==> src/hw/rtl/dfcd_pkg.sv <==
// Package of the dollar framed command decoder: sizes, character codes,
// command patterns and the types shared by the controller and datapath.
`timescale 1ns / 1ps
`default_nettype none

package dfcd_pkg;

  // Number of characters the frame text store holds.
  localparam int TEXT_CHARS = 19;
  localparam int LEN_W      = $clog2(TEXT_CHARS + 1);
  localparam int ADDR_W     = $clog2(TEXT_CHARS);

  // Only the first seven characters ever matter for a command.
  localparam int CMP_CHARS   = 7;
  localparam int IDX_W       = $clog2(CMP_CHARS);
  localparam int PARSE_FIRST = 4;

  localparam int LEN_MANUAL = 7;
  localparam int LEN_AUTO   = 5;
  localparam int LEN_PWM    = 4;

  localparam int DUTY_W = 11;
  localparam int ACC_W  = 10;

  localparam logic [7:0] CH_DOLLAR = 8'h24;
  localparam logic [7:0] CH_CR     = 8'h0D;
  localparam logic [7:0] CH_NUL    = 8'h00;
  localparam logic [7:0] CH_SPACE  = 8'h20;
  localparam logic [7:0] CH_PLUS   = 8'h2B;
  localparam logic [7:0] CH_MINUS  = 8'h2D;
  localparam logic [7:0] CH_ZERO   = 8'h30;

  typedef enum logic [1:0] {
    EV_NONE   = 2'd0,
    EV_MANUAL = 2'd1,
    EV_AUTO   = 2'd2,
    EV_DUTY   = 2'd3
  } event_t;

  typedef enum logic [1:0] {
    ST_IDLE,
    ST_READ,
    ST_DRAIN,
    ST_DONE
  } state_t;

  typedef enum logic [1:0] {
    PS_BLANK,
    PS_DIGIT,
    PS_STOP
  } parse_t;

  typedef struct packed {
    logic take;
    logic rd_en;
    logic finish;
  } dfcd_cmd_t;

  typedef struct packed {
    logic is_close;
    logic rd_last;
  } dfcd_sts_t;

  function automatic logic [7:0] manual_char(input logic [IDX_W-1:0] idx);
    logic [7:0] c;
    case (idx)
      3'd0:    c = 8'h24;
      3'd1:    c = 8'h6D;
      3'd2:    c = 8'h61;
      3'd3:    c = 8'h6E;
      3'd4:    c = 8'h75;
      3'd5:    c = 8'h61;
      3'd6:    c = 8'h6C;
      default: c = 8'h00;
    endcase
    return c;
  endfunction

  function automatic logic [7:0] auto_char(input logic [IDX_W-1:0] idx);
    logic [7:0] c;
    case (idx)
      3'd0:    c = 8'h24;
      3'd1:    c = 8'h61;
      3'd2:    c = 8'h75;
      3'd3:    c = 8'h74;
      3'd4:    c = 8'h6F;
      default: c = 8'h00;
    endcase
    return c;
  endfunction

  function automatic logic [7:0] pwm_char(input logic [IDX_W-1:0] idx);
    logic [7:0] c;
    case (idx)
      3'd0:    c = 8'h24;
      3'd1:    c = 8'h50;
      3'd2:    c = 8'h57;
      3'd3:    c = 8'h4D;
      default: c = 8'h00;
    endcase
    return c;
  endfunction

endpackage

`default_nettype wire

==> src/hw/rtl/dollar_framed_command_decoder.sv <==
// Top level of the dollar framed command decoder.
// Uses dfcd_pkg and instantiates dfcd_ctrl and dfcd_dp.
//
//   Channel   Direction  Handshake             Payload
//   in_       in         in_valid / in_ready   in_rx_byte (8 bits)
//   out_      out        out_valid / out_ready out_manual_mode, out_duty_cycle,
//                                              out_command_event
//
// A byte that does not close a frame loads its result into the output
// register as it is accepted. A closing '$' starts the evaluation: the
// READ state reads the first seven characters of the text store through
// its single read port, DRAIN lets the read register's last character be
// used, and DONE loads the result once the output register is free. The
// input is held off during that sequence until the controller is idle.
// Reset is synchronous and active low and needs no clearing pass; stored
// characters past the frame length are read but ignored. A new item is
// taken while the last result waits, as long as that result leaves the
// output register in the same cycle or the register is empty.
`timescale 1ns / 1ps
`default_nettype none

module dollar_framed_command_decoder import dfcd_pkg::*; (
  input  wire logic                     clk,
  input  wire logic                     rst_n,
  input  wire logic                     in_valid,
  output logic                          in_ready,
  input  wire logic [7:0]               in_rx_byte,
  output logic                          out_valid,
  input  wire logic                     out_ready,
  output logic                          out_manual_mode,
  output logic signed [DUTY_W-1:0]      out_duty_cycle,
  output logic [1:0]                    out_command_event
);

  // Control and status between the sequencer and the datapath.
  dfcd_cmd_t cmd;
  dfcd_sts_t sts;
  event_t    event_code;

  // The controller owns the handshakes and steps through the evaluation
  // of a closed frame.
  dfcd_ctrl u_ctrl (
    .clk       (clk),
    .rst_n     (rst_n),
    .in_valid  (in_valid),
    .in_ready  (in_ready),
    .out_valid (out_valid),
    .out_ready (out_ready),
    .sts       (sts),
    .cmd       (cmd)
  );

  // The datapath holds the frame text, mode and duty, and the result
  // register that faces the output channel.
  dfcd_dp u_dp (
    .clk           (clk),
    .rst_n         (rst_n),
    .rx_byte       (in_rx_byte),
    .cmd           (cmd),
    .sts           (sts),
    .manual_mode   (out_manual_mode),
    .duty_cycle    (out_duty_cycle),
    .command_event (event_code)
  );

  assign out_command_event = event_code;

endmodule

`default_nettype wire

==> src/hw/rtl/dfcd_ram.sv <==
// Generic single-write, single-read RAM with a registered read port.
// Stands alone; used for the frame text store.
`timescale 1ns / 1ps
`default_nettype none

module dfcd_ram #(
  parameter int WIDTH = 8,
  parameter int DEPTH = 16
) (
  input  wire logic                     clk,
  input  wire logic                     we,
  input  wire logic [$clog2(DEPTH)-1:0] waddr,
  input  wire logic [WIDTH-1:0]         wdata,
  input  wire logic                     re,
  input  wire logic [$clog2(DEPTH)-1:0] raddr,
  output logic      [WIDTH-1:0]         rdata
);

  logic [WIDTH-1:0] mem_r [DEPTH];

  always_ff @(posedge clk) begin
    if (we) begin
      mem_r[waddr] <= wdata;
    end
    if (re) begin
      rdata <= mem_r[raddr];
    end
  end

endmodule

`default_nettype wire

==> src/hw/rtl/dfcd_ctrl.sv <==
// Controller of the command decoder: handshakes and the evaluation sequence.
// Uses dfcd_pkg; drives the datapath by command struct, reads its status.
`timescale 1ns / 1ps
`default_nettype none

module dfcd_ctrl import dfcd_pkg::*; (
  input  wire logic      clk,
  input  wire logic      rst_n,
  input  wire logic      in_valid,
  output logic           in_ready,
  output logic           out_valid,
  input  wire logic      out_ready,
  input  wire dfcd_sts_t sts,
  output dfcd_cmd_t      cmd
);

  state_t state_r, state_nxt;
  logic   out_valid_r, out_valid_nxt;
  logic   slot_free;

  assign slot_free = !out_valid_r || out_ready;

  always_comb begin
    state_nxt = state_r;
    case (state_r)
      ST_IDLE: begin
        if (in_valid && slot_free && sts.is_close) begin
          state_nxt = ST_READ;
        end
      end
      ST_READ: begin
        if (sts.rd_last) begin
          state_nxt = ST_DRAIN;
        end
      end
      ST_DRAIN: begin
        state_nxt = ST_DONE;
      end
      ST_DONE: begin
        if (slot_free) begin
          state_nxt = ST_IDLE;
        end
      end
      default: begin
        state_nxt = ST_IDLE;
      end
    endcase
  end

  always_comb begin
    in_ready   = 1'b0;
    cmd        = '0;
    case (state_r)
      ST_IDLE: begin
        in_ready = slot_free;
        cmd.take = in_valid && slot_free;
      end
      ST_READ: begin
        cmd.rd_en = 1'b1;
      end
      ST_DONE: begin
        cmd.finish = slot_free;
      end
      default: begin
        cmd = '0;
      end
    endcase
  end

  // A plain item loads the output at acceptance; a closing one at finish.
  always_comb begin
    if ((cmd.take && !sts.is_close) || cmd.finish) begin
      out_valid_nxt = 1'b1;
    end else if (out_ready) begin
      out_valid_nxt = 1'b0;
    end else begin
      out_valid_nxt = out_valid_r;
    end
  end

  always_ff @(posedge clk) begin
    if (!rst_n) begin
      state_r     <= ST_IDLE;
      out_valid_r <= 1'b0;
    end else begin
      state_r     <= state_nxt;
      out_valid_r <= out_valid_nxt;
    end
  end

  assign out_valid = out_valid_r;

endmodule

`default_nettype wire

==> src/hw/rtl/dfcd_dp.sv <==
// Datapath of the command decoder: frame state, text store, command
// matching, duty parsing and the output register. Uses dfcd_pkg, dfcd_ram.
`timescale 1ns / 1ps
`default_nettype none

module dfcd_dp import dfcd_pkg::*; (
  input  wire logic               clk,
  input  wire logic               rst_n,
  input  wire logic [7:0]         rx_byte,
  input  wire dfcd_cmd_t          cmd,
  output dfcd_sts_t               sts,
  output logic                    manual_mode,
  output logic signed [DUTY_W-1:0] duty_cycle,
  output event_t                  command_event
);

  logic                     in_frame_r, in_frame_nxt;
  logic [LEN_W-1:0]         len_r, len_nxt;
  logic                     mode_r, mode_nxt;
  logic signed [DUTY_W-1:0] duty_r, duty_nxt;

  logic [IDX_W-1:0]         rd_idx_r, rd_idx_nxt;
  logic                     proc_vld_r;
  logic [IDX_W-1:0]         proc_idx_r;
  logic                     mm_r, mm_nxt, ma_r, ma_nxt, mp_r, mp_nxt;
  parse_t                   ps_r, ps_nxt;
  logic                     neg_r, neg_nxt;
  logic [ACC_W-1:0]         acc_r, acc_nxt;

  logic                     out_mode_r, out_mode_nxt;
  logic signed [DUTY_W-1:0] out_duty_r, out_duty_nxt;
  event_t                   out_event_r, out_event_nxt;

  logic                     is_cr, is_dollar, close, frame_after;
  logic                     ram_we;
  logic [7:0]               ch;
  logic                     ch_used, ch_digit, ch_blank;
  logic [ACC_W+2:0]         acc_x10;
  logic                     hit_manual, hit_auto, hit_pwm;
  logic signed [DUTY_W-1:0] parsed;

  assign is_cr       = (rx_byte == CH_CR);
  assign is_dollar   = (rx_byte == CH_DOLLAR);
  assign close       = is_dollar && in_frame_r;
  assign frame_after = is_dollar ? !in_frame_r : in_frame_r;

  assign sts.is_close = close;
  assign sts.rd_last  = (rd_idx_r == IDX_W'(CMP_CHARS - 1));

  assign ram_we = cmd.take && !is_cr && !close && frame_after && (rx_byte != CH_NUL)
                  && (len_r < LEN_W'(TEXT_CHARS));

  dfcd_ram #(
    .WIDTH (8),
    .DEPTH (TEXT_CHARS)
  ) u_text (
    .clk   (clk),
    .we    (ram_we),
    .waddr (len_r[ADDR_W-1:0]),
    .wdata (rx_byte),
    .re    (cmd.rd_en),
    .raddr (ADDR_W'(rd_idx_r)),
    .rdata (ch)
  );

  assign ch_used  = proc_vld_r && (LEN_W'(proc_idx_r) < len_r);
  assign ch_digit = ch inside {[8'h30:8'h39]};
  assign ch_blank = (ch == CH_SPACE) || (ch inside {[8'h09:8'h0D]});
  assign acc_x10  = {acc_r, 3'b000} + {2'b00, acc_r, 1'b0};

  assign hit_manual = mm_r && (len_r == LEN_W'(LEN_MANUAL));
  assign hit_auto   = ma_r && (len_r == LEN_W'(LEN_AUTO));
  assign hit_pwm    = mp_r && mode_r && (len_r >= LEN_W'(LEN_PWM));
  assign parsed     = neg_r ? (DUTY_W'(0) - {1'b0, acc_r}) : {1'b0, acc_r};

  // Frame bookkeeping and output loading.
  always_comb begin
    in_frame_nxt  = in_frame_r;
    len_nxt       = len_r;
    mode_nxt      = mode_r;
    duty_nxt      = duty_r;
    out_mode_nxt  = out_mode_r;
    out_duty_nxt  = out_duty_r;
    out_event_nxt = out_event_r;
    if (cmd.take && !is_cr) begin
      if (close) begin
        in_frame_nxt = 1'b0;
      end else begin
        in_frame_nxt = frame_after;
        if (ram_we) begin
          len_nxt = len_r + LEN_W'(1);
        end else if (!frame_after) begin
          len_nxt = '0;
        end
      end
    end
    if (cmd.take && !close) begin
      out_mode_nxt  = mode_r;
      out_duty_nxt  = duty_r;
      out_event_nxt = EV_NONE;
    end
    if (cmd.finish) begin
      len_nxt       = '0;
      out_event_nxt = EV_NONE;
      if (hit_manual) begin
        mode_nxt      = 1'b1;
        out_event_nxt = EV_MANUAL;
      end else if (hit_auto) begin
        mode_nxt      = 1'b0;
        out_event_nxt = EV_AUTO;
      end else if (hit_pwm) begin
        duty_nxt      = parsed;
        out_event_nxt = EV_DUTY;
      end
      out_mode_nxt = mode_nxt;
      out_duty_nxt = duty_nxt;
    end
  end

  // One stored character per cycle: pattern compare and the number scan.
  always_comb begin
    rd_idx_nxt = rd_idx_r;
    mm_nxt     = mm_r;
    ma_nxt     = ma_r;
    mp_nxt     = mp_r;
    ps_nxt     = ps_r;
    neg_nxt    = neg_r;
    acc_nxt    = acc_r;
    if (cmd.take && close) begin
      rd_idx_nxt = '0;
      mm_nxt     = 1'b1;
      ma_nxt     = 1'b1;
      mp_nxt     = 1'b1;
      ps_nxt     = PS_BLANK;
      neg_nxt    = 1'b0;
      acc_nxt    = '0;
    end
    if (cmd.rd_en) begin
      rd_idx_nxt = rd_idx_r + IDX_W'(1);
    end
    if (ch_used) begin
      mm_nxt = mm_r && (ch == manual_char(proc_idx_r));
      if (proc_idx_r < IDX_W'(LEN_AUTO)) begin
        ma_nxt = ma_r && (ch == auto_char(proc_idx_r));
      end
      if (proc_idx_r < IDX_W'(LEN_PWM)) begin
        mp_nxt = mp_r && (ch == pwm_char(proc_idx_r));
      end
      if (proc_idx_r >= IDX_W'(PARSE_FIRST)) begin
        case (ps_r)
          PS_BLANK: begin
            if (ch_blank) begin
              ps_nxt = PS_BLANK;
            end else if (ch == CH_PLUS || ch == CH_MINUS) begin
              neg_nxt = (ch == CH_MINUS);
              ps_nxt  = PS_DIGIT;
            end else if (ch_digit) begin
              acc_nxt = ACC_W'(ch - CH_ZERO);
              ps_nxt  = PS_DIGIT;
            end else begin
              ps_nxt = PS_STOP;
            end
          end
          PS_DIGIT: begin
            if (ch_digit) begin
              acc_nxt = ACC_W'(acc_x10 + {5'b00000, ch - CH_ZERO});
            end else begin
              ps_nxt = PS_STOP;
            end
          end
          default: begin
            ps_nxt = PS_STOP;
          end
        endcase
      end
    end
  end

  always_ff @(posedge clk) begin
    if (!rst_n) begin
      in_frame_r <= 1'b0;
      len_r      <= '0;
      mode_r     <= 1'b0;
      duty_r     <= '0;
      proc_vld_r <= 1'b0;
    end else begin
      in_frame_r <= in_frame_nxt;
      len_r      <= len_nxt;
      mode_r     <= mode_nxt;
      duty_r     <= duty_nxt;
      proc_vld_r <= cmd.rd_en;
    end
  end

  always_ff @(posedge clk) begin
    rd_idx_r    <= rd_idx_nxt;
    proc_idx_r  <= rd_idx_r;
    mm_r        <= mm_nxt;
    ma_r        <= ma_nxt;
    mp_r        <= mp_nxt;
    ps_r        <= ps_nxt;
    neg_r       <= neg_nxt;
    acc_r       <= acc_nxt;
    out_mode_r  <= out_mode_nxt;
    out_duty_r  <= out_duty_nxt;
    out_event_r <= out_event_nxt;
  end

  assign manual_mode   = out_mode_r;
  assign duty_cycle    = out_duty_r;
  assign command_event = out_event_r;

endmodule

`default_nettype wire

==> config.mk <==
export PLATFORM = sky130hd
export DESIGN_NAME = dollar_framed_command_decoder
export DESIGN_NICKNAME = d
export VERILOG_FILES = /design/src/hw/rtl/dfcd_pkg.sv /design/src/hw/rtl/dollar_framed_command_decoder.sv /design/src/hw/rtl/dfcd_ram.sv /design/src/hw/rtl/dfcd_ctrl.sv /design/src/hw/rtl/dfcd_dp.sv
export SDC_FILE = /design/constraint.sdc
export NUM_CORES = 1
export LEC_CHECK = 0
export BUFFER_PORTS_ARGS = -buffer_cell sky130_fd_sc_hd__buf_4
export CORE_MARGIN = 2
export CORE_UTILIZATION = 50
export DETAILED_ROUTE_END_ITERATION = 12
export GPL_TIMING_DRIVEN = 0
export PLACE_DENSITY = 0.67
export RECOVER_POWER = 25
export SKIP_CTS_REPAIR_TIMING = 1
export SLEW_MARGIN = 5
export SYNTH_ARGS = -nofsm -noshare
export SYNTH_HDL_FRONTEND = slang
export SYNTH_SLANG_ARGS = --single-unit
export TNS_END_PERCENT = 1
==> constraint.sdc <==
create_clock -name clk -period 3.3 [get_ports clk]
set_clock_uncertainty 0.1 [all_clocks]
set_input_delay 0.33 -clock clk [delete_from_list [all_inputs] [get_ports clk]]
set_output_delay 0.33 -clock clk [all_outputs]
set_load 0.1 [all_outputs]
### After elaboration in Yosys (flattened, before gate mapping)

Memories as Yosys holds them, arrays and structs flattened. A register that Yosys moved wholly into a read port is not among the register bits.
Index checks and enable logic that the tools add are counted.
Widths: inputs -> output; s select.

* $add $sub $neg: 7
* magnitude comparators: 10
* equal/unequal tests: 25
* mux-type cells: 71
* bitwise gates (word level): 2
* reduce and logical (&&, ||, !) cells: 40

Operator list (number)
* $mux 10: 7
* $mux 11: 6
* $pmux 7 s6: 1
* $mux 8: 5
* $pmux 7 s5: 1
* $eq 8x6->1 const B: 4
* $mux 2: 15
* $mux 1: 28
* $pmux 7 s4: 1
* $eq 8x8->1: 3
* $logic_and 1x1->1: 20
* $pmux 10 s2: 1
* $eq 3x3->1 const B: 4
* $sub 1x10->11 const A: 1
* $add 10x10->10: 1
* $add 10x8->10: 1
* $eq 5x3->1 const B: 2
* $mux 5: 2
* $sub 8x6->9 const B: 1
* $eq 8x4->1 const B: 1
* $ge 8x4->1 const B: 1
* $ge 8x6->1 const B: 1
* $le 8x4->1 const B: 1
* $le 8x6->1 const B: 1
* other kinds (26): 46

* register bits: 58
* bits in writable memories: 152
* bits of input ports: 12
* output and inout port bits: 16
* word-level logic and storage cells: 174
* memories kept: 1

Memories
* u_dp.u_text.mem_r: depth 19, width 8, read ports 1, clocked after Yosys merged registers in 1, wr ports 1, line dfcd_ram.sv:19 `logic [WIDTH-1:0] mem_r [DEPTH];`

### Longest topological paths before layout

Gate-level depths: netlist of run 1.

* depth in word-level cells: 12
* depth in mapped cells: 12
* depth with buffers taken out: 12

### By module

From an unflattened synthesis of run 1, not the netlist that was laid out.

* cells, all modules: 741
* area total of the unflattened synthesis: 10137.2 um2

Modules (own cells, without submodules)
* dfcd_ram: instances 1, cells each 295, area an instance 6237.2 um2, sequential area each 4804.6 um2
* dfcd_dp: instances 1, cells each 420, area an instance 3666.0 um2, sequential area each 1281.2 um2
* dfcd_ctrl: instances 1, cells each 26, area an instance 234.0 um2, sequential area each 60.1 um2

### Least setup slack after synthesis of run 1

No wires, ideal clock.

* path type: register to register
* from: register u_dp.u_text.rdata[4] (read register of u_dp.u_text.mem_r)
* to: register u_dp.acc_r[7]
* library setup time: 125 ps
* arrival: 2653 ps
* required time: 3075 ps
* path slack: 422 ps
* stages on the path, launching flop included: 13
* buffers on the path: 0
* clock period less this slack: 2878 ps
* cells stage by stage: edfxtp_1 -> inv_1 -> ha_1 -> inv_1 -> fa_1 -> inv_1 -> ha_1 -> nand2_1 -> o221ai_1 -> nor2_1 -> or3_1 -> a311oi_1 -> a21oi_1

* word-level cells in the longest chain between the ends: 8
* elaborated cells between the ends (all ways): 21
* those cells by class: add/sub: 3; order compare: 4; eq/ne: 3; mux: 7; reduce/logical: 4

RTL lines
* from (decl): line dfcd_ram.sv:16 `output logic [WIDTH-1:0] rdata`
* parallel branches: the longest is 5 deep, another holds $add 10x8->10
* $pmux 10 s2 *: line dfcd_dp.sv:150 `case (ps_r)`
* $mux 10 *: line dfcd_dp.sv:149 `if (proc_idx_r >= IDX_W'(PARSE_FIRST)) begin`
* $mux 10 *: line dfcd_dp.sv:141 `if (ch_used) begin`
* net u_dp.acc_nxt[7]: line dfcd_dp.sv:28 `logic [ACC_W-1:0] acc_r, acc_nxt;`
* to (signal assigned): line dfcd_dp.sv:203 `acc_r <= acc_nxt;`
* to (decl): line dfcd_dp.sv:28

Mark *: on every way through the listed nets, which the timed path passes.
A chain may end at the register's enable or synchronous reset.

### Worst setup path after layout of run 1

Same ends and word-level chain as after synthesis.

==> key figures, run 1 <==
STA
  • Slew Limit Headroom: 0.1524
  • Final hold violations: 0
  • Fmax: around 0.31 GHz
  • Slew Limit Fails: 0
  • Crit path time final: about 3.2 ns
  • Final Hold Slack: about 0.099 ns
  • Final period util: 0.9637
  • Unrepaired setup endpoints after global routing: false
  • Worst slew pin tran: about 1.3 ns
  • Final setup violation count: 0

Worst setup path
  • R2R cell count: 12
  • Critical Path RT: between 3 and 4 ns
  • Critical path arrival: roughly 3.4 ns
  • Largest stage delay, worst path: between 0.4 and 0.5 ns
  • R2r setup slk: around 0.12 ns
  • Startpoint Class: register
  • Critical Path End Type: register
  • Crit Path Max Fanout: 7
  • Critical Path, Cell by Cell: inv_1 > ha_1 > inv_1 > fa_1 > inv_1 > ha_1 > nand2_1 > o221ai_1 > nor2_1 > or3_1 > a311oi_1 > a21oi_1
  • Worst path slowest cell: fa_1
  • Critical path class: reg -> reg
  • R2r endpoint: u_dp.acc_r[7]$_DFF_P_
  • CP most frequent cell: inv_1
  • Reg2reg start: u_dp.u_text.rdata[4]$_DFFE_PP_

Finish
  • Diode count: 0
  • FF+latch area: 3503 um2
  • Fillers: 1085
  • Finished Cell Area: around 7600 um2
  • Commonest non-fill, non-tap cells in the layout: edfxtp_1, dfxtp_1, nor2_1, inv_1, a21oi_1
  • Nets: 648
  • Ratio of cells with drive above 1 in the final layout: 0.1577
  • Most common cell after layout, fill and taps aside: edfxtp_1
  • Layout area overhead: 15.60%
  • Multi-input gate area: 2875 um2

Drt
  • Via density per instance: 5.757
  • Routed WL: roughly 14000 um
  • Drt wl/cell: between 15 and 20 um
  • DRT antenna net count: 0
  • Vias: between 4000 and 5000
  • Initial DRT Pass Iterations: 5
  • Iteration-0 DRC Markers: 310
  • DRC: 0

CTS
  • H-tree Lvls: 4
  • Clk sinks: 130
  • Clock transition at path regs: 0.06 ns
  • Clock Latency Late Sink: ~0.4 ns
  • CTS Buffer Depth: 2
  • CTS root buf: clkbuf_16
  • CTS tree: done
  • TritonCTS Buffers: 17

Hold path
  • Hold_sp: rst_n
  • Hold Path End: u_dp.duty_r[10]$_SDFFE_PN0P_
  • Hold crit path type: in -> reg
  • Hold Path Stages: 2

Placement
  • IO Port Bufs: 27
  • DPL Wire Length: 10200 um
  • Area post-placement: 7041 um2
  • Routability cong.: between 0.8 and 0.9

Global route
  • Met3 Use GR: 0.04358
  • Vias in the first global route: approximately 4400
  • First-pass GRT wire length: approximately 23000 um
  • Gr usage total: 0.2117
  • Grt total ovfl: 0
  • Met1 GRT Util: 0.2804
  • GRT met2 Usage: 0.3463
  • Largest net degree at the start of global routing: 17
  • Grt peak-use layer: met2
  • Antenna violations before repair: 0

Status
  • Status: finished, final reports clean

Yosys
  • Main synth FF type: edfxtp_1
  • Top-area cell type share of the netlist area: 0.4084
  • Register area share after synthesis: 0.5294
  • Asr flop ratio synth: 0
  • Post-synth EDFFs: 90
  • Yosys warns: 0
  • Syn avg cell area: roughly 12 um2
  • Net count after synthesis: slightly below 600
  • Cell taking the most area after synthesis: edfxtp_1
  • Leading post-synthesis cells by cell area: edfxtp_1, dfxtp_1, mux4_2
  • Syn Std Cell Area: roughly 6600 um2
  • Post-synth cell types: just over 70
  • Post-Syn Instances: about 550
  • Synth Register Bits: 130

Floorplanning
  • Rows: 42
  • Core area: approximately 13000 um2
  • Die area: ~14000 um2
  • Initial core utilization: 0.5057
  • IO Count: 28
  • Die X-Extent: approximately 120 um
  • Chip Height: between 100 and 150 um

Power
  • Pwr dens: a little over 700 nW/um2
  • Leak Pwr: a little under 3 nW
  • VDD IR max: roughly 400 uV

Run
  • Max_cap viols: 0
-- cells in the mapped netlist (all sizes together) (3+ instances only) --
master   count
xor2         9
o22ai        3
mux2        10
o31a         3
and3         9
ha          27
nor2        36
xnor2       16
a22oi        7
o21ai       17
inv         34
fa           6
a21oi       33
o211ai       6
o2111ai      3
mux2i        6
nand4        7
nand2       30
clkbuf      13
a31oi        4
o41ai        4
dfxtp       40
o311ai       3
or3          5
and2        19
buf         13
nor2b        9
a211oi       5
nor3        14
mux4        16
o2bb2ai      6
a31o         3
nand2b       7
edfxtp      90
nand3        7
-- layer usage --
layer / part of all wire / wire [um]
met1: 0.45 / 6535
met2: 0.49 / 7058
met3: 0.043 / 617
met4: 0.018 / 261
met5: 0 / 0
-- cell families (layout without fill, tap and decap cells) --
logic type      count (synthesis)  after routing  synth area share
fa+ha+maj                      33             33           0.06920
buf+inv                        60            123           0.03800
xor+xnor                       25             25           0.03309
mux                            32             32           0.08055
simple gates                  156            156            0.1267
flops                         130            130            0.5294
compound gates                116            116            0.1231
-- state kept, by name, indices dropped and copies added, names as in the netlist --
signal / flops
u_dp.duty_r: 11
u_dp.u_text.mem_r: 64
u_dp.ma_r: 1
u_dp.command_event: 2
u_dp.proc_idx_r: 3
u_ctrl.state_r: 2
u_dp.u_text.rdata: 8
u_dp.acc_r: 10
u_dp.ps_r: 2
u_ctrl.out_valid: 1
u_dp.len_r: 5
u_dp.proc_vld_r: 1
u_dp.duty_cycle: 11
u_dp.mm_r: 1
u_dp.mode_r: 1
u_dp.neg_r: 1
u_dp.manual_mode: 1
u_dp.mp_r: 1
u_dp.in_frame_r: 1
u_dp.rd_idx_r: 3
-- power breakdown --
part | switching [mW] | internal (mW)
Sequential | 0.0803 | 1.88
Clock | 0.693 | 1.18
Combinational | 1.03 | 0.556
Total | 1.80 | 3.62
-- area by class of cell --
| class | instances | area share |
|---|---|---|
| clock buffers | 18 | 0.05610 |
| well taps | 176 | 0.02879 |
| repair buffers | 32 | 0.02748 |
| inverters | 34 | 0.01668 |
| clock inverters | 13 | 0.02094 |
| flip-flops and latches | 130 | 0.4580 |
| multi-input cells | 362 | 0.3759 |
| plain buffers | 26 | 0.01619 |
-- critical path, delay by kind of cell, from the launching register on --
family | cells | cell delay [ns]
buf+inv | 3 | 0.29
flops | 1 | 0.43
compound gates | 3 | 0.49
fa+ha+maj | 3 | 1.19
simple gates | 3 | 0.55
-- worst max path at each step --
stage	start	end	slack [ns]	depth (start not counted)
after floorplan	u_dp.u_text.rdata[4]$_DFFE_PP_	u_dp.acc_r[7]$_DFF_P_	0.42	12
after global placement	in_rx_byte[1]	u_dp.acc_r[4]$_DFF_P_	-0.08	7
after detailed placement	in_rx_byte[1]	u_dp.acc_r[4]$_DFF_P_	-0.10	7
after CTS	u_dp.u_text.rdata[4]$_DFFE_PP_	u_dp.acc_r[7]$_DFF_P_	-0.07	12
after global routing	u_dp.u_text.rdata[4]$_DFFE_PP_	u_dp.acc_r[7]$_DFF_P_	0.001	12
final	u_dp.u_text.rdata[4]$_DFFE_PP_	u_dp.acc_r[7]$_DFF_P_	0.12	12
-- through the flow --
stage | total power [mW] | setup TNS, ns | setup slack, ns | std cells | util
after global placement | 3.508 | -0.4654 | -0.08250 | 755 | 0.5381
after global routing | 5.659 | 0 | 0.001055 | 791 | 0.5846
final | 5.427 | 0 | 0.1199 | 791 | 0.5846
after detailed placement | 3.544 | -0.6319 | -0.1039 | 755 | 0.5381
after floorplan | 3.184 | 0 | 0.4221 | 552 | -
after CTS | 5.436 | -0.07140 | -0.07140 | 786 | 0.5831
Power figures use the tool's default switching activity.
==> run 2: changes to the inputs <==
GPL_TIMING_DRIVEN = 1   (was 0)
==> key figures, run 2 (synthesized netlist as in run 1, its figures left out) <==
Floorplanning
  • Die area: approximately 14000 um2
  • Die X-Extent: about 120 um
  • IO Count: 28
  • Initial core utilization: 0.5057
  • Chip Height: between 100 and 150 um
  • Rows: 42
  • Core area: around 13000 um2

Worst setup path
  • Largest stage delay, worst path: ~0.48 ns
  • Critical path class: reg -> reg
  • Reg2reg start: u_dp.u_text.rdata[5]$_DFFE_PP_
  • Crit path depth: 12
  • R2R cell count: 12
  • Top delay family on crit path: adder cells
  • Critical Path, Cell by Cell: inv_1 > ha_1 > inv_1 > fa_1 > inv_1 > ha_1 > nand2_1 > o221ai_1 > nor2_1 > or3_1 > a311oi_1 > a21oi_1
  • Critical Path RT: about 3.5 ns
  • Worst Setup SP: u_dp.u_text.rdata[5]$_DFFE_PP_
  • Worst path slowest cell: edfxtp_1
  • CP most frequent cell: inv_1
  • Critical path arrival: around 3.3 ns
  • Crit path capture: u_dp.acc_r[7]$_DFF_P_
  • Critical Path End Type: register
  • R2r setup slk: 0.22 ns
  • Buf/Inv on CP: 3
  • R2r endpoint: u_dp.acc_r[7]$_DFF_P_
  • Crit Path Max Fanout: 8
  • Startpoint Class: register

CTS
  • Clock transition at path regs: ~0.06 ns
  • H-tree Lvls: 4
  • Clk sinks: 130
  • CTS Buffer Depth: 2
  • TritonCTS Buffers: 17
  • CTS root buf: clkbuf_16
  • Clock Latency Late Sink: roughly 0.43 ns
  • CTS tree: done

Finish
  • Largest register FFs: 64
  • Commonest non-fill, non-tap cells in the layout: edfxtp_1, buf_4, dfxtp_1, nor2_1, inv_1
  • Nets: 640
  • Ratio of cells with drive above 1 in the final layout: 0.1760
  • Most common cell after layout, fill and taps aside: edfxtp_1
  • Diode count: 0
  • Reg with most FFs: u_dp.u_text.mem_r
  • Layout Cells excl Fill: about 780
  • Layout area overhead: 15.83%

Drt
  • Drt wl/cell: around 18 um
  • Iteration-0 DRC Markers: between 300 and 400
  • Routed WL: between 10000 and 15000 um
  • Initial DRT Pass Iterations: 5
  • DRT antenna net count: 0
  • Via density per instance: between 5 and 6
  • DRC: 0
  • Vias: 4540

Status
  • Status: finished, final reports clean

STA
  • Setup WS post-layout: approximately 0.22 ns
  • Final setup TNS: 0 ns
  • Slew Limit Headroom: 0.4394
  • Slew Limit Fails: 0
  • Worst slew pin tran: approximately 0.84 ns
  • Final setup violation count: 0
  • Fmax: around 0.32 GHz
  • Unrepaired setup endpoints after global routing: false
  • Final period util: 0.9330
  • Final hold violations: 0
  • Crit path time final: 3.079 ns

Placement
  • DPL Wire Length: between 9000 and 10000 um
  • Routability cong.: 0.8933
  • Placed Instances: 750
  • Pre-CTS worst setup slack: 0.2194 ns
  • IO Port Bufs: 27

Hold path
  • Hold crit path type: in -> reg

Global route
  • First-pass GRT wire length: between 20000 and 25000 um
  • Gr usage total: 0.2132
  • Vias in the first global route: around 4600
  • Antenna violations before repair: 0
  • Grt total ovfl: 0
  • Largest net degree at the start of global routing: 21

Power
  • Leak Pwr: between 2 and 3 nW
  • VDD IR max: approximately 450 uV
  • Pwr dens: ~700 nW/um2
  • Total power: 5.385 mW

Run
  • Max_cap viols: 0
-- run 2: cell types whose count changed in the layout (fill, tap and decap cells not counted), sizes merged --
cell / before / now
buf: 37 / 42
bufinv: 3 / 2
clkbuf: 39 / 25
clkinv: 7 / 5
clkinvlp: 1 / 3
inv: 36 / 39
-- run 2: routing by layer --
layer  track usage  share of wire  up-vias
met3       0.04167          0.041       17
met4       0.07738          0.016        0
li1              -              -     2163
met1        0.2754           0.44     2246
met2        0.3581           0.50      114
met5             0              0        -
-- run 2: through the flow --
step / hold slack, ns / instance area, um2 / util
final: 0.1489 / 7665 / 0.5858
after global routing: 0.1631 / 7665 / 0.5858
after CTS: 0.03616 / 7680 / 0.5869
after detailed placement: 0.3533 / 7079 / 0.5410
after global placement: 0.3450 / 7079 / 0.5410
after floorplan: 0.2462 / 6618 / -
-- run 2: where the power goes --
group	leakage [nW]	internal, mW	total [mW]	switching, mW
Clock	0.284	1.13	1.88	0.753
Combinational	1.48	0.535	1.44	0.909
Sequential	1.15	1.88	2.06	0.171
-- run 2: how the worst min path moves through the flow --
stage                                   startpoint  cells after the start  slack, ns                                 to
global route                                 rst_n                      2       0.16     u_ctrl.state_r[0]$_SDFFE_PN0P_
finish                                       rst_n                      2       0.15     u_ctrl.state_r[0]$_SDFFE_PN0P_
detailed placement           u_dp.acc_r[4]$_DFF_P_                      1       0.35              u_dp.acc_r[4]$_DFF_P_
floorplan           u_dp.rd_idx_r[2]$_SDFFCE_PN0P_                      0       0.25         u_dp.proc_idx_r[2]$_DFF_P_
global placement             u_dp.acc_r[4]$_DFF_P_                      1       0.35              u_dp.acc_r[4]$_DFF_P_
CTS                                  in_rx_byte[6]                      1       0.04  u_dp.u_text.mem_r[5][6]$_DFFE_PP_
-- run 2: layout make-up --
cell class	count	area [um2]
clock buffer	17	425.4
clock inverter	15	175.2
fill	1080	5420
inverter	34	127.6
multi-input combinational	362	2868
sequential	130	3503
tap	176	220.2
timing repair buffer	50	345.3
==> run 3: changes to the inputs <==
CELL_PAD_IN_SITES_DETAIL_PLACEMENT = 0   (was default)
CELL_PAD_IN_SITES_GLOBAL_PLACEMENT = 1   (was default)
CTS_CLUSTER_SIZE = 28   (was default)
PLACE_DENSITY = default   (was 0.67)
PLACE_DENSITY_LB_ADDON = 0.1   (was default)
==> key figures, run 3 (synthesized netlist as in run 1, its figures left out) <==
Worst setup path
  • CP most frequent cell: inv_1
  • Crit Path Max Fanout: 9
  • Reg2reg start: u_dp.u_text.rdata[5]$_DFFE_PP_
  • Largest stage delay, worst path: ~0.52 ns
  • Critical path arrival: 3.30 ns
  • Critical Path, Cell by Cell: inv_1 > ha_1 > inv_1 > fa_1 > inv_1 > ha_1 > nand2_1 > o221ai_1 > nor2_1 > or3_1 > a311oi_1 > a21oi_1
  • R2r endpoint: u_dp.acc_r[7]$_DFF_P_
  • Startpoint Class: register
  • R2R cell count: 12
  • Worst path slowest cell: edfxtp_1
  • R2r setup slk: around 0.19 ns
  • Critical Path RT: approximately 3.5 ns
  • Critical Path End Type: register
  • Critical path class: reg -> reg

STA
  • Final setup TNS: 0 ns
  • Final setup violation count: 0
  • Final period util: 0.9415
  • Worst slew pin tran: between 0.6 and 0.7 ns
  • Slew Limit Headroom: 0.5335
  • Crit path time final: approximately 3.1 ns
  • Final hold violations: 0
  • Unrepaired setup endpoints after global routing: false
  • Slew Limit Fails: 0
  • Fmax: about 0.32 GHz

Global route
  • Largest net degree at the start of global routing: 21
  • First-pass GRT wire length: around 24000 um
  • Vias in the first global route: 4456
  • Gr usage total: 0.2245
  • Antenna violations before repair: 0
  • Grt total ovfl: 0

Floorplanning
  • Die X-Extent: around 120 um
  • IO Count: 28
  • Core area: between 10000 and 15000 um2
  • Chip Height: about 120 um
  • Die area: approximately 14000 um2
  • Initial core utilization: 0.5057
  • Rows: 42

Drt
  • DRT antenna net count: 0
  • Initial DRT Pass Iterations: 5
  • Routed WL: 14750 um
  • Iteration-0 DRC Markers: approximately 350
  • Drt wl/cell: 18.89 um
  • Vias: around 4500
  • Via density per instance: between 5 and 6
  • DRC: 0

Placement
  • IO Port Bufs: 27
  • Placed Instances: 749
  • DPL Wire Length: 10380 um
  • Routability cong.: slightly below 0.9
  • Area post-placement: a little over 7000 um2

CTS
  • CTS Buffer Depth: 2
  • CTS tree: done
  • Clock Latency Late Sink: about 0.42 ns
  • Clock transition at path regs: 0.06 ns
  • H-tree Lvls: 4
  • CTS root buf: clkbuf_16
  • TritonCTS Buffers: 17
  • Clk sinks: between 100 and 150

Hold path
  • Hold crit path type: in -> reg
  • Hold Path End: u_ctrl.out_valid$_SDFFE_PN0P_
  • Hold Path Stages: 2
  • Hold_sp: rst_n

Status
  • Status: finished, final reports clean

Power
  • Pwr dens: between 700 and 800 nW/um2
  • VDD IR max: around 540 uV
  • Total power: roughly 5.4 mW
  • Leak Pwr: around 2.9 nW

Finish
  • Diode count: 0
  • Finished Cell Area: 7632 um2
  • Most common cell after layout, fill and taps aside: edfxtp_1
  • Nets: between 600 and 700
  • Layout area overhead: 15.33%
  • Fillers: ~1100
  • Largest register FFs: 64
  • Ratio of cells with drive above 1 in the final layout: 0.1719
  • Layout Cells excl Fill: about 780
  • Reg with most FFs: u_dp.u_text.mem_r
  • Commonest non-fill, non-tap cells in the layout: edfxtp_1, dfxtp_1, buf_4, nor2_1, inv_1

Run
  • Max_cap viols: 0
[run 3: power by group]
group / internal, mW / leakage [nW] / total (mW) / switching, mW
sequential: 1.88 / 1.15 / 2.07 / 0.181
clock: 1.07 / 0.284 / 1.87 / 0.792
combinational: 0.539 / 1.47 / 1.46 / 0.924
[run 3: how the worst max path moves through the flow]
| stage | startpoint | endpoint | cells past startpoint |
|---|---|---|---|
| 2_1_floorplan | u_dp.u_text.rdata[4]$_DFFE_PP_ | u_dp.acc_r[7]$_DFF_P_ | 12 |
| 3_3_place_gp | u_dp.u_text.rdata[5]$_DFFE_PP_ | u_dp.acc_r[7]$_DFF_P_ | 12 |
| 3_5_place_dp | u_dp.u_text.rdata[5]$_DFFE_PP_ | u_dp.acc_r[7]$_DFF_P_ | 12 |
| 4_1_cts | u_dp.u_text.rdata[5]$_DFFE_PP_ | u_dp.acc_r[7]$_DFF_P_ | 12 |
| 5_1_grt | u_dp.u_text.rdata[5]$_DFFE_PP_ | u_dp.acc_r[7]$_DFF_P_ | 12 |
| 6_report | u_dp.u_text.rdata[5]$_DFFE_PP_ | u_dp.acc_r[7]$_DFF_P_ | 12 |
[run 3: routing by layer]
layer  vias up  part of all wire  GRT usage
li1       2158                 -          -
met4         0             0.016    0.07738
met3        17             0.052    0.05029
met1      2231              0.47     0.3229
met5         -                 0          0
met2       113              0.46     0.3373
[run 3: area by class of cell]
type / count / area, um2 / share of cell area
Clock buffer: 17 / 425.4 / 0.05574
Clock inverter: 15 / 165.2 / 0.02164
Inverter: 34 / 127.6 / 0.01672
Multi-Input combinational cell: 362 / 2868 / 0.3757
Sequential cell: 130 / 3503 / 0.4590
Tap cell: 176 / 220.2 / 0.02885
Timing Repair Buffer: 47 / 322.8 / 0.04230
[run 3: worst max-delay path, delay by kind of cell, from the launching register on]
kind | cells | cell delay [ns]
buffers and inverters | 3 | 0.24
adder cells (fa/ha/maj) | 3 | 1.13
AO/OA/AOI/OAI | 3 | 0.46
AND/OR/NAND/NOR | 3 | 0.53
flip-flops | 1 | 0.52
[run 3: through the flow]
| stage | utilization | hold WS [ns] | setup slack [ns] |
|---|---|---|---|
| after CTS | 0.5856 | 0.04219 | 0.2149 |
| after detailed placement | 0.5404 | 0.3551 | 0.2400 |
| after global placement | 0.5404 | 0.3505 | 0.2962 |
| final | 0.5833 | 0.1475 | 0.1931 |
| after floorplan | - | 0.2462 | 0.4221 |
| after global routing | 0.5833 | 0.1471 | 0.04223 |
